## config.mk

```make
export PLATFORM = sky130hd
export DESIGN_NAME = gyro_zero_offset_tracker
export DESIGN_NICKNAME = d
export VERILOG_FILES = /design/src/rtl/core/gzo_pkg.sv /design/src/rtl/core/gzo_csr.sv /design/src/rtl/core/gzo_track.sv /design/src/rtl/core/gzo_scale.sv /design/src/rtl/core/gyro_zero_offset_tracker.sv
export SDC_FILE = /design/constraint.sdc
export NUM_CORES = 2
export LEC_CHECK = 0
export ABC_CLOCK_PERIOD_IN_PS = 10400
export BUFFER_PORTS_ARGS = -buffer_cell sky130_fd_sc_hd__buf_2
export CAP_MARGIN = 20
export CORE_ASPECT_RATIO = 1.75
export CORE_MARGIN = 2
export CORE_UTILIZATION = 27
export CTS_CLUSTER_SIZE = 24
export DETAILED_ROUTE_END_ITERATION = 7
export GPL_TIMING_DRIVEN = 0
export SLEW_MARGIN = 20
export SYNTH_ARGS = -nofsm -noshare
export SYNTH_HDL_FRONTEND = slang
export SYNTH_SLANG_ARGS = --single-unit
```

## constraint.sdc

```tcl
create_clock -name clock -period 10.4 [get_ports clock]
set_input_delay 1.04 -clock clock [delete_from_list [all_inputs] [get_ports clock]]
set_output_delay 1.04 -clock clock [all_outputs]
set_load 0.01 [all_outputs]
```

## src/rtl/core/gzo_pkg.sv

```systemverilog
package gzo_pkg;

   localparam int SAMPLE_W = 16;
   localparam int THR_W    = 10;
   localparam int LIMIT_W  = 8;
   localparam int RATE_W   = 18;
   localparam int DIFF_W   = SAMPLE_W + 1;

   // floor(m * 256 / 131) == (m * RATE_MULT) >> RATE_SHIFT for m < 2^16
   localparam int             RATE_MULT_W = 25;
   localparam logic [24:0]    RATE_MULT   = 25'd32786010;
   localparam int             RATE_SHIFT  = 24;
   localparam int             RATE_MAG_W  = 17;

   localparam logic [THR_W-1:0]   THR_RESET   = 10'd10;
   localparam logic [LIMIT_W-1:0] LIMIT_RESET = 8'd100;

   // register index, taken from paddr[2]
   localparam logic CSR_THRESHOLD = 1'b0;
   localparam logic CSR_RUN_LIMIT = 1'b1;

   typedef struct packed {
      logic [THR_W-1:0]   still_threshold;
      logic [LIMIT_W-1:0] still_run_limit;
   } gzo_cfg_type;

   typedef struct packed {
      logic                       calibrating;
      logic                       last_cal;
      logic                       recalibrated;
      logic                       neg;
      logic [SAMPLE_W-1:0]        mag;
      logic signed [SAMPLE_W-1:0] offset;
   } gzo_item_type;

   function automatic logic [DIFF_W-1:0] abs_diff(input logic signed [DIFF_W-1:0] d);
      abs_diff = d[DIFF_W-1] ? DIFF_W'(-d) : DIFF_W'(d);
   endfunction

endpackage

```

## src/rtl/core/gzo_csr.sv

```systemverilog
module gzo_csr import gzo_pkg::*; (
   input  logic              clock,
   input  logic              reset,
   input  logic              psel,
   input  logic              penable,
   input  logic              pwrite,
   input  logic [2:0]        paddr,
   input  logic [31:0]       pwdata,
   output logic [31:0]       prdata,
   output logic              pready,
   output gzo_cfg_type       cfg
);

   logic [THR_W-1:0]   threshold_ff, threshold_in;
   logic [LIMIT_W-1:0] limit_ff, limit_in;
   logic               wr_en;

   assign wr_en  = psel && penable && pwrite;
   assign pready = 1'b1;

   always_comb begin
      threshold_in = threshold_ff;
      limit_in     = limit_ff;
      if (wr_en) begin
         case (paddr[2])
            CSR_THRESHOLD: threshold_in = pwdata[THR_W-1:0];
            CSR_RUN_LIMIT: limit_in     = pwdata[LIMIT_W-1:0];
            default: ;
         endcase
      end
   end

   always_ff @(posedge clock) begin
      if (reset) begin
         threshold_ff <= THR_RESET;
         limit_ff     <= LIMIT_RESET;
      end else begin
         threshold_ff <= threshold_in;
         limit_ff     <= limit_in;
      end
   end

   always_comb begin
      case (paddr[2])
         CSR_THRESHOLD: prdata = {{(32-THR_W){1'b0}}, threshold_ff};
         CSR_RUN_LIMIT: prdata = {{(32-LIMIT_W){1'b0}}, limit_ff};
         default:       prdata = 32'd0;
      endcase
   end

   assign cfg.still_threshold = threshold_ff;
   assign cfg.still_run_limit = limit_ff;

endmodule

```

## src/rtl/core/gzo_track.sv

```systemverilog
module gzo_track import gzo_pkg::*; #(
   parameter int CAL_SAMPLES = 50
) (
   input  logic                       clock,
   input  logic                       reset,
   input  logic                       req_valid,
   output logic                       req_ready,
   input  logic signed [SAMPLE_W-1:0] req_sample,
   input  gzo_cfg_type                cfg,
   input  logic                       adv,
   output logic                       a_valid,
   output gzo_item_type               a_item
);

   localparam int CNT_W      = $clog2(CAL_SAMPLES + 1);
   localparam int SUM_W      = SAMPLE_W + $clog2(CAL_SAMPLES);
   localparam int MEAN_SHIFT = SUM_W + $clog2(CAL_SAMPLES);
   localparam int MULT_W     = SUM_W + 2;
   localparam int PROD_W     = SUM_W + MULT_W;
   localparam logic [63:0] MEAN_POW = 64'd1 << MEAN_SHIFT;
   localparam logic [MULT_W-1:0] MEAN_MULT =
      MULT_W'((MEAN_POW + 64'(CAL_SAMPLES) - 64'd1) / 64'(CAL_SAMPLES));

   logic signed [SAMPLE_W-1:0] prev_ff, prev_in;
   logic signed [SAMPLE_W-1:0] run_first_ff, run_first_in;
   logic [LIMIT_W-1:0]         still_cnt_ff, still_cnt_in;
   logic signed [SAMPLE_W-1:0] offset_ff, offset_in;
   logic signed [SUM_W-1:0]    sum_ff, sum_in;
   logic [CNT_W-1:0]           cal_cnt_ff, cal_cnt_in;
   logic                       pending_ff, pending_in;
   logic                       a_valid_ff, a_valid_in;
   gzo_item_type               a_item_ff, a_item_in;

   logic                       accept;
   logic                       cal_active;
   logic [CNT_W-1:0]           cal_cnt_inc;
   logic                       cal_last;
   logic signed [SUM_W-1:0]    sum_next;

   logic [DIFF_W-1:0]          dist_prev, dist_first;
   logic                       close_prev, far_first, hit;
   logic [LIMIT_W-1:0]         cnt_step;
   logic signed [DIFF_W-1:0]   rate_diff;

   logic [SUM_W-1:0]           sum_mag;
   logic [PROD_W-1:0]          mean_prod;
   logic [SAMPLE_W:0]          mean_mag;
   logic signed [SAMPLE_W-1:0] mean;

   assign req_ready = !pending_ff && (!a_valid_ff || adv);
   assign accept    = req_valid && req_ready;

   assign cal_active  = cal_cnt_ff < CNT_W'(CAL_SAMPLES);
   assign cal_cnt_inc = cal_cnt_ff + CNT_W'(1);
   assign cal_last    = cal_cnt_inc == CNT_W'(CAL_SAMPLES);
   assign sum_next    = sum_ff + SUM_W'(req_sample);

   // mean of the calibration sum, truncated toward zero; sum is final once used
   assign sum_mag   = sum_ff[SUM_W-1] ? SUM_W'(-sum_ff) : SUM_W'(sum_ff);
   assign mean_prod = PROD_W'(sum_mag) * PROD_W'(MEAN_MULT);
   assign mean_mag  = mean_prod[MEAN_SHIFT +: SAMPLE_W+1];
   assign mean      = sum_ff[SUM_W-1] ? SAMPLE_W'((SAMPLE_W+1)'(0) - mean_mag)
                                      : mean_mag[SAMPLE_W-1:0];

   // still detection
   assign dist_prev  = abs_diff(DIFF_W'(req_sample) - DIFF_W'(prev_ff));
   assign dist_first = abs_diff(DIFF_W'(req_sample) - DIFF_W'(run_first_ff));
   assign close_prev = dist_prev <= DIFF_W'(cfg.still_threshold);
   // a run that starts here takes this sample as its first, so it cannot be far
   assign far_first  = (still_cnt_ff != '0) && (dist_first > DIFF_W'(cfg.still_threshold));
   assign cnt_step   = (close_prev && !far_first) ? still_cnt_ff + LIMIT_W'(1) : '0;
   assign hit        = cnt_step >= cfg.still_run_limit;
   assign rate_diff  = hit ? '0 : DIFF_W'(req_sample) - DIFF_W'(offset_ff);

   always_comb begin
      prev_in      = prev_ff;
      run_first_in = run_first_ff;
      still_cnt_in = still_cnt_ff;
      offset_in    = offset_ff;
      sum_in       = sum_ff;
      cal_cnt_in   = cal_cnt_ff;
      pending_in   = 1'b0;
      a_item_in    = a_item_ff;
      a_valid_in   = adv ? 1'b0 : a_valid_ff;

      if (pending_ff) begin
         offset_in    = mean;
         prev_in      = mean;
         run_first_in = mean;
      end

      if (accept) begin
         a_valid_in = 1'b1;
         if (cal_active) begin
            sum_in                 = sum_next;
            cal_cnt_in             = cal_cnt_inc;
            pending_in             = cal_last;
            a_item_in.calibrating  = 1'b1;
            a_item_in.last_cal     = cal_last;
            a_item_in.recalibrated = 1'b0;
            a_item_in.neg          = 1'b0;
            a_item_in.mag          = '0;
            a_item_in.offset       = offset_ff;
         end else begin
            prev_in = req_sample;
            if (close_prev && still_cnt_ff == '0) begin
               run_first_in = req_sample;
            end
            still_cnt_in = hit ? '0 : cnt_step;
            offset_in    = hit ? req_sample : offset_ff;
            a_item_in.calibrating  = 1'b0;
            a_item_in.last_cal     = 1'b0;
            a_item_in.recalibrated = hit;
            a_item_in.neg          = rate_diff[DIFF_W-1];
            a_item_in.mag          = SAMPLE_W'(abs_diff(rate_diff));
            a_item_in.offset       = hit ? req_sample : offset_ff;
         end
      end
   end

   always_ff @(posedge clock) begin
      if (reset) begin
         prev_ff      <= '0;
         run_first_ff <= '0;
         still_cnt_ff <= '0;
         offset_ff    <= '0;
         sum_ff       <= '0;
         cal_cnt_ff   <= '0;
         pending_ff   <= 1'b0;
         a_valid_ff   <= 1'b0;
      end else begin
         prev_ff      <= prev_in;
         run_first_ff <= run_first_in;
         still_cnt_ff <= still_cnt_in;
         offset_ff    <= offset_in;
         sum_ff       <= sum_in;
         cal_cnt_ff   <= cal_cnt_in;
         pending_ff   <= pending_in;
         a_valid_ff   <= a_valid_in;
      end
   end

   always_ff @(posedge clock) begin
      a_item_ff <= a_item_in;
   end

   assign a_valid = a_valid_ff;

   always_comb begin
      a_item = a_item_ff;
      if (a_item_ff.last_cal) begin
         a_item.offset = mean;
      end
   end

endmodule

```

## src/rtl/core/gzo_scale.sv

```systemverilog
module gzo_scale import gzo_pkg::*; (
   input  logic                       clock,
   input  logic                       reset,
   input  logic                       a_valid,
   input  gzo_item_type               a_item,
   output logic                       adv,
   output logic                       rsp_valid,
   input  logic                       rsp_ready,
   output logic signed [RATE_W-1:0]   rsp_rate_q8,
   output logic signed [SAMPLE_W-1:0] rsp_zero_offset,
   output logic                       rsp_recalibrated,
   output logic                       rsp_calibrating
);

   localparam int PROD_W = SAMPLE_W + RATE_MULT_W;

   logic                       valid_ff, valid_in;
   logic signed [RATE_W-1:0]   rate_ff, rate_in;
   logic signed [SAMPLE_W-1:0] offset_ff;
   logic                       recal_ff, calib_ff;
   logic [PROD_W-1:0]          prod;
   logic [RATE_MAG_W-1:0]      quot;

   assign adv = !valid_ff || rsp_ready;

   // truncation toward zero: scale the magnitude, then restore the sign
   assign prod    = PROD_W'(a_item.mag) * PROD_W'(RATE_MULT);
   assign quot    = prod[RATE_SHIFT +: RATE_MAG_W];
   assign rate_in = a_item.neg ? RATE_W'(RATE_W'(0) - RATE_W'(quot)) : RATE_W'(quot);

   assign valid_in = adv ? a_valid : valid_ff;

   always_ff @(posedge clock) begin
      if (reset) begin
         valid_ff <= 1'b0;
      end else begin
         valid_ff <= valid_in;
      end
   end

   always_ff @(posedge clock) begin
      if (adv && a_valid) begin
         rate_ff   <= rate_in;
         offset_ff <= a_item.offset;
         recal_ff  <= a_item.recalibrated;
         calib_ff  <= a_item.calibrating;
      end
   end

   assign rsp_valid        = valid_ff;
   assign rsp_rate_q8      = rate_ff;
   assign rsp_zero_offset  = offset_ff;
   assign rsp_recalibrated = recal_ff;
   assign rsp_calibrating  = calib_ff;

endmodule

```

## src/rtl/core/gyro_zero_offset_tracker.sv

```systemverilog
// Gyro zero-offset tracker: one signed 16-bit axis sample in, one corrected rate out.
// Input channel req_*: a transfer carries req_sample. Result channel rsp_*: each input
// transfer yields exactly one result transfer (rate in Q8 deg/s, offset in use, flags).
// Config port: APB-style, threshold at byte 0, run limit at byte 4; write while idle.
// A sample's result is registered in the tracking stage, then in the output register.
// Throughput: one sample per cycle while results are taken. The one exception is a single
// bubble on req_ready in the cycle after the last averaging sample, when the calibration
// mean is written into the offset, previous-sample and run-start registers.
// Two register stages: the tracking stage (state update, rate difference) and the
// scaling stage (constant multiply for *256/131), which is also the output register.
// When the receiver stalls, rsp_* holds; the tracking stage keeps taking one more
// sample, then req_ready drops until the output register drains.
// Reset (synchronous, active high) clears all tracking state and restarts averaging;
// config registers return to threshold 10 and run limit 100.
module gyro_zero_offset_tracker import gzo_pkg::*; #(
   parameter int CAL_SAMPLES = 50
) (
   input  logic                       clock,
   input  logic                       reset,
   input  logic                       req_valid,
   output logic                       req_ready,
   input  logic signed [SAMPLE_W-1:0] req_sample,
   output logic                       rsp_valid,
   input  logic                       rsp_ready,
   output logic signed [RATE_W-1:0]   rsp_rate_q8,
   output logic signed [SAMPLE_W-1:0] rsp_zero_offset,
   output logic                       rsp_recalibrated,
   output logic                       rsp_calibrating,
   input  logic                       psel,
   input  logic                       penable,
   input  logic                       pwrite,
   input  logic [2:0]                 paddr,
   input  logic [31:0]                pwdata,
   output logic [31:0]                prdata,
   output logic                       pready
);

   gzo_cfg_type  cfg;
   logic         adv;
   logic         a_valid;
   gzo_item_type a_item;

   // register file
   gzo_csr u_csr (
      .clock   (clock),
      .reset   (reset),
      .psel    (psel),
      .penable (penable),
      .pwrite  (pwrite),
      .paddr   (paddr),
      .pwdata  (pwdata),
      .prdata  (prdata),
      .pready  (pready),
      .cfg     (cfg)
   );

   // averaging, still-run detection, offset replacement
   gzo_track #(
      .CAL_SAMPLES (CAL_SAMPLES)
   ) u_track (
      .clock      (clock),
      .reset      (reset),
      .req_valid  (req_valid),
      .req_ready  (req_ready),
      .req_sample (req_sample),
      .cfg        (cfg),
      .adv        (adv),
      .a_valid    (a_valid),
      .a_item     (a_item)
   );

   // rate scaling and output register
   gzo_scale u_scale (
      .clock            (clock),
      .reset            (reset),
      .a_valid          (a_valid),
      .a_item           (a_item),
      .adv              (adv),
      .rsp_valid        (rsp_valid),
      .rsp_ready        (rsp_ready),
      .rsp_rate_q8      (rsp_rate_q8),
      .rsp_zero_offset  (rsp_zero_offset),
      .rsp_recalibrated (rsp_recalibrated),
      .rsp_calibrating  (rsp_calibrating)
   );

`ifndef SYNTHESIS
   // averaging results carry no rate and never a recalibration
   a_calib_quiet: assert property (@(posedge clock) disable iff (reset)
      rsp_valid && rsp_calibrating |-> rsp_rate_q8 == '0 && !rsp_recalibrated)
      else $error("rate or recal flag set during calibration");

   // offset replaced by this very sample, so the corrected rate is zero
   a_recal_zero: assert property (@(posedge clock) disable iff (reset)
      rsp_valid && rsp_recalibrated |-> rsp_rate_q8 == '0)
      else $error("nonzero rate on recalibration");

   // tracking stage holds its item while the scaling stage is blocked
   a_stage_hold: assert property (@(posedge clock) disable iff (reset)
      a_valid && !adv |=> a_valid && $stable(a_item))
      else $error("tracking stage item lost under stall");
`endif

endmodule
```

==> reports/metrics.cfg <==
[logic_synthesis]
synth_area_um2 = 28400
yosysWarnings = 0
ys_types = 87
synth-seq-cells = 177
yosys.area.top_type = ha_1
yosys.area.top_type_share = 0.219
synth_edf_count = 72
synth_area_per_cell_um2 = 8.84
syn-instance-count = 3207
yosys.area_share.adder = 0.431
synth_mux_area_frac = 0.00560
synth_xor_area_frac = 0.0515
ys_seq_area_frac = 0.150
synthArstFlopShare = 0
synth_area_leaders = ha_1, fa_1, inv_1
synth_top_family_by_area = adder cells
synth_ff_type = dfxtp_1
synth_compound_area_frac = 0.140
synth-simple-area-share = 0.121

[clock_tree]
cts_buffer_depth = 2
cts-htree-levels = 4
clk_pin_slew_ps = 100
cts_tree = built
root_buffer = clkbuf_16
insertion_delay_ps = 510
clock-sinks = 177
cts-buffers-inserted = 17

[status]
status = completed

[floorplanning]
fp.dieW_um = 249
fp.coreArea_um2 = 104000
die_area_um2 = 108000
floorplan.rows = 157
fp.dieH_um = 433
start_util = 0.272
pin_count = 129

[sta]
maxSlewHeadroom = 0.276
drv_slew = 0
setup_ws_ps = 474
clock.fmax_ghz = 0.101
setup_viol = 0
hold_viol = 0
period_needed_ps = 9930
clock-skew-final_ps = 24.9
fin_crit_sh = 0.954
worst_slew_pin_slew_ps = 1090

[finish]
drive_gt1_frac = 0.0691
num-fill-cells = 11000
fin_util = 0.303
syn2layout_area_growth_pct = 11.5
fin_nets = 4199
postLayoutCellArea_um2 = 31600

[setup_path]
slowest_delay_ps = 540
start_kind = flip-flop
crit_slowest_cell = fa_1
worstSetupPathType = flip-flop to flip-flop
rr_worst_depth = 36
crit_top_cell = fa_1
r2r_slack_ps = 470
worstReg2RegEnd = u_track.prev_ff[8]
rr_startpoint = u_track.sum_ff[0]
critPathLaunch = u_track.sum_ff[0]
cp_max_fo = 10
cp.required_ps = 10780
worst_ep_arrival_time_ps = 10310
cp-end-kind = flip-flop

[global_routing]
grt_use_total = 0.161
grt_pass1_wl_um = 132000
gr-total-overflow = 0
grt_max_degree = 37
antenna_found_initial = 6
grt_pass1_vias = 24000

[placement]
dp_hpwl_um = 72900
place_ws_ps = -910
port-buffer-count = 81
place_area_um2 = 30600
gp_congestion = 0.943

[detailed_routing]
drc = 0
firstDrtPassIters = 5
num_vias = 22700
viasPerCell = 4.81
wl_per_cell_um = 18.1
routed_wl_um = 85200
drtIter0Drc = 890
ant_nets = 0

[run]
maxCapViolCount = 0

[worst_hold_path]
hold_start = u_csr.threshold_ff[9]
holdCritPathClass = flip-flop to flip-flop
min_path_cells = 2
hold-path-endpoint = u_csr.threshold_ff[9]

==> cells in the final DEF (no fill, tap or decap), drive strengths merged, types with 20 or more instances in the layout <==
cell,n
nand2,225
o211ai,36
a21o,43
xnor2,104
or3,35
buf,130
nand4,20
nor2,213
clkbuf,79
a211oi,23
fa,300
nor3,52
o21ai,107
and2,25
o21a,29
a21oi,172
dfxtp,105
nand3,44
ha,496
edfxtp,72
conb,23
nor2b,23
xor2,63
inv,649
==> through the flow <==
stage | setup TNS, ps | instances | hold slack [ps]
6_report | 0 | 4712 | 457
5_1_grt | -13.8 | 4711 | 480
4_1_cts | 0 | 4698 | 459
3_5_place_dp | -15060 | 4663 | 446
3_3_place_gp | -17360 | 4660 | 442
2_1_floorplan | 0 | 3228 | 400
==> synth_stat cells, types with 15 or more instances <==
cell	number
a211o_1	17
a211oi_1	23
a21o_1	43
a21oi_1	171
a31oi_1	19
and2_1	25
buf_4	23
clkbuf_1	61
dfxtp_1	105
edfxtp_1	72
fa_1	300
ha_1	496
inv_1	639
nand2_1	225
nand2b_1	15
nand3_1	44
nand4_1	19
nor2_1	213
nor2b_1	23
nor3_1	52
o2111ai_1	15
o211ai_1	35
o21a_1	29
o21ai_0	106
o31ai_1	19
o41ai_1	16
or3_1	34
xnor2_1	104
xor2_1	61
==> cell families (layout without fill, tap and decap cells) <==
| family | after synthesis | count (layout) |
|---|---|---|
| adder cells (fa/ha/maj) | 796 | 796 |
| AO/OA/AOI/OAI | 592 | 592 |
| XOR/XNOR | 166 | 167 |
| buffers and inverters | 734 | 863 |
| AND/OR/NAND/NOR | 725 | 725 |
| flip-flops | 177 | 177 |
| multiplexers | 15 | 15 |
| other | 2 | 26 |
==> worst max-delay path, delay by kind of cell, from the launching register on <==
kind                     cells  cell delay [ps]
AO/OA/AOI/OAI                7             1610
flip-flops                   1              450
adder cells (fa/ha/maj)      9             3910
AND/OR/NAND/NOR             10             2180
XOR/XNOR                     3              880
buffers and inverters        7              750
==> flip-flops by register name (all words and copies together), names as in the netlist, 6 cells and up <==
register / cells
u_csr.limit_ff: 8
u_csr.threshold_ff: 10
u_scale.rsp_rate_q8: 18
u_scale.rsp_zero_offset: 16
u_track.a_item: 20
u_track.a_item_ff: 16
u_track.cal_cnt_ff: 6
u_track.offset_ff: 16
u_track.prev_ff: 16
u_track.run_first_ff: 16
u_track.still_cnt_ff: 8
u_track.sum_ff: 22
==> timing repair <==
action / 4_1_cts / 5_1_grt
setup endpoints to repair: 37 / 33
pin swaps: 1 / 5
buffers inserted: 3 / 10
hold buffers: 0 / 0
cloned: 0 / 1
gates resized for setup: 22 / 23
==> layer usage <==
metal / global-route usage / share of wire / vias to the layer above
met5: 0 / 0.000082 / -
met4: 0.121 / 0.081 / 2
met3: 0.0191 / 0.034 / 258
met2: 0.302 / 0.51 / 564
met1: 0.162 / 0.37 / 10800
li1: - / - / 11000
==> final cells by class <==
type                    count  area (µm²)  area share
clock buffers              17         425      0.0135
well taps                1351        1690      0.0535
multi-input cells        2318       21600       0.682
clock inverters            15         228     0.00720
flip-flops and latches    177        4270       0.135
inverters                 639        2400      0.0760
repair buffers             97         551      0.0174
diodes                      3        7.51    0.000237
plain buffers              95         472      0.0149
==> worst max-delay path by stage <==
| stage | to | slack (ps) |
|---|---|---|
| after floorplan | u_scale.rsp_zero_offset[15] | 1180 |
| after global placement | u_track.a_item[30] | -1100 |
| after detailed placement | u_track.a_item[30] | -910 |
| after CTS | u_scale.rsp_zero_offset[15] | 20 |
| after global routing | u_track.run_first_ff[14] | -10 |
| final | u_track.prev_ff[8] | 470 |
Power is not shown: default switching activity piles up to over one toggle a cycle in this logic, so the estimate is an artifact.
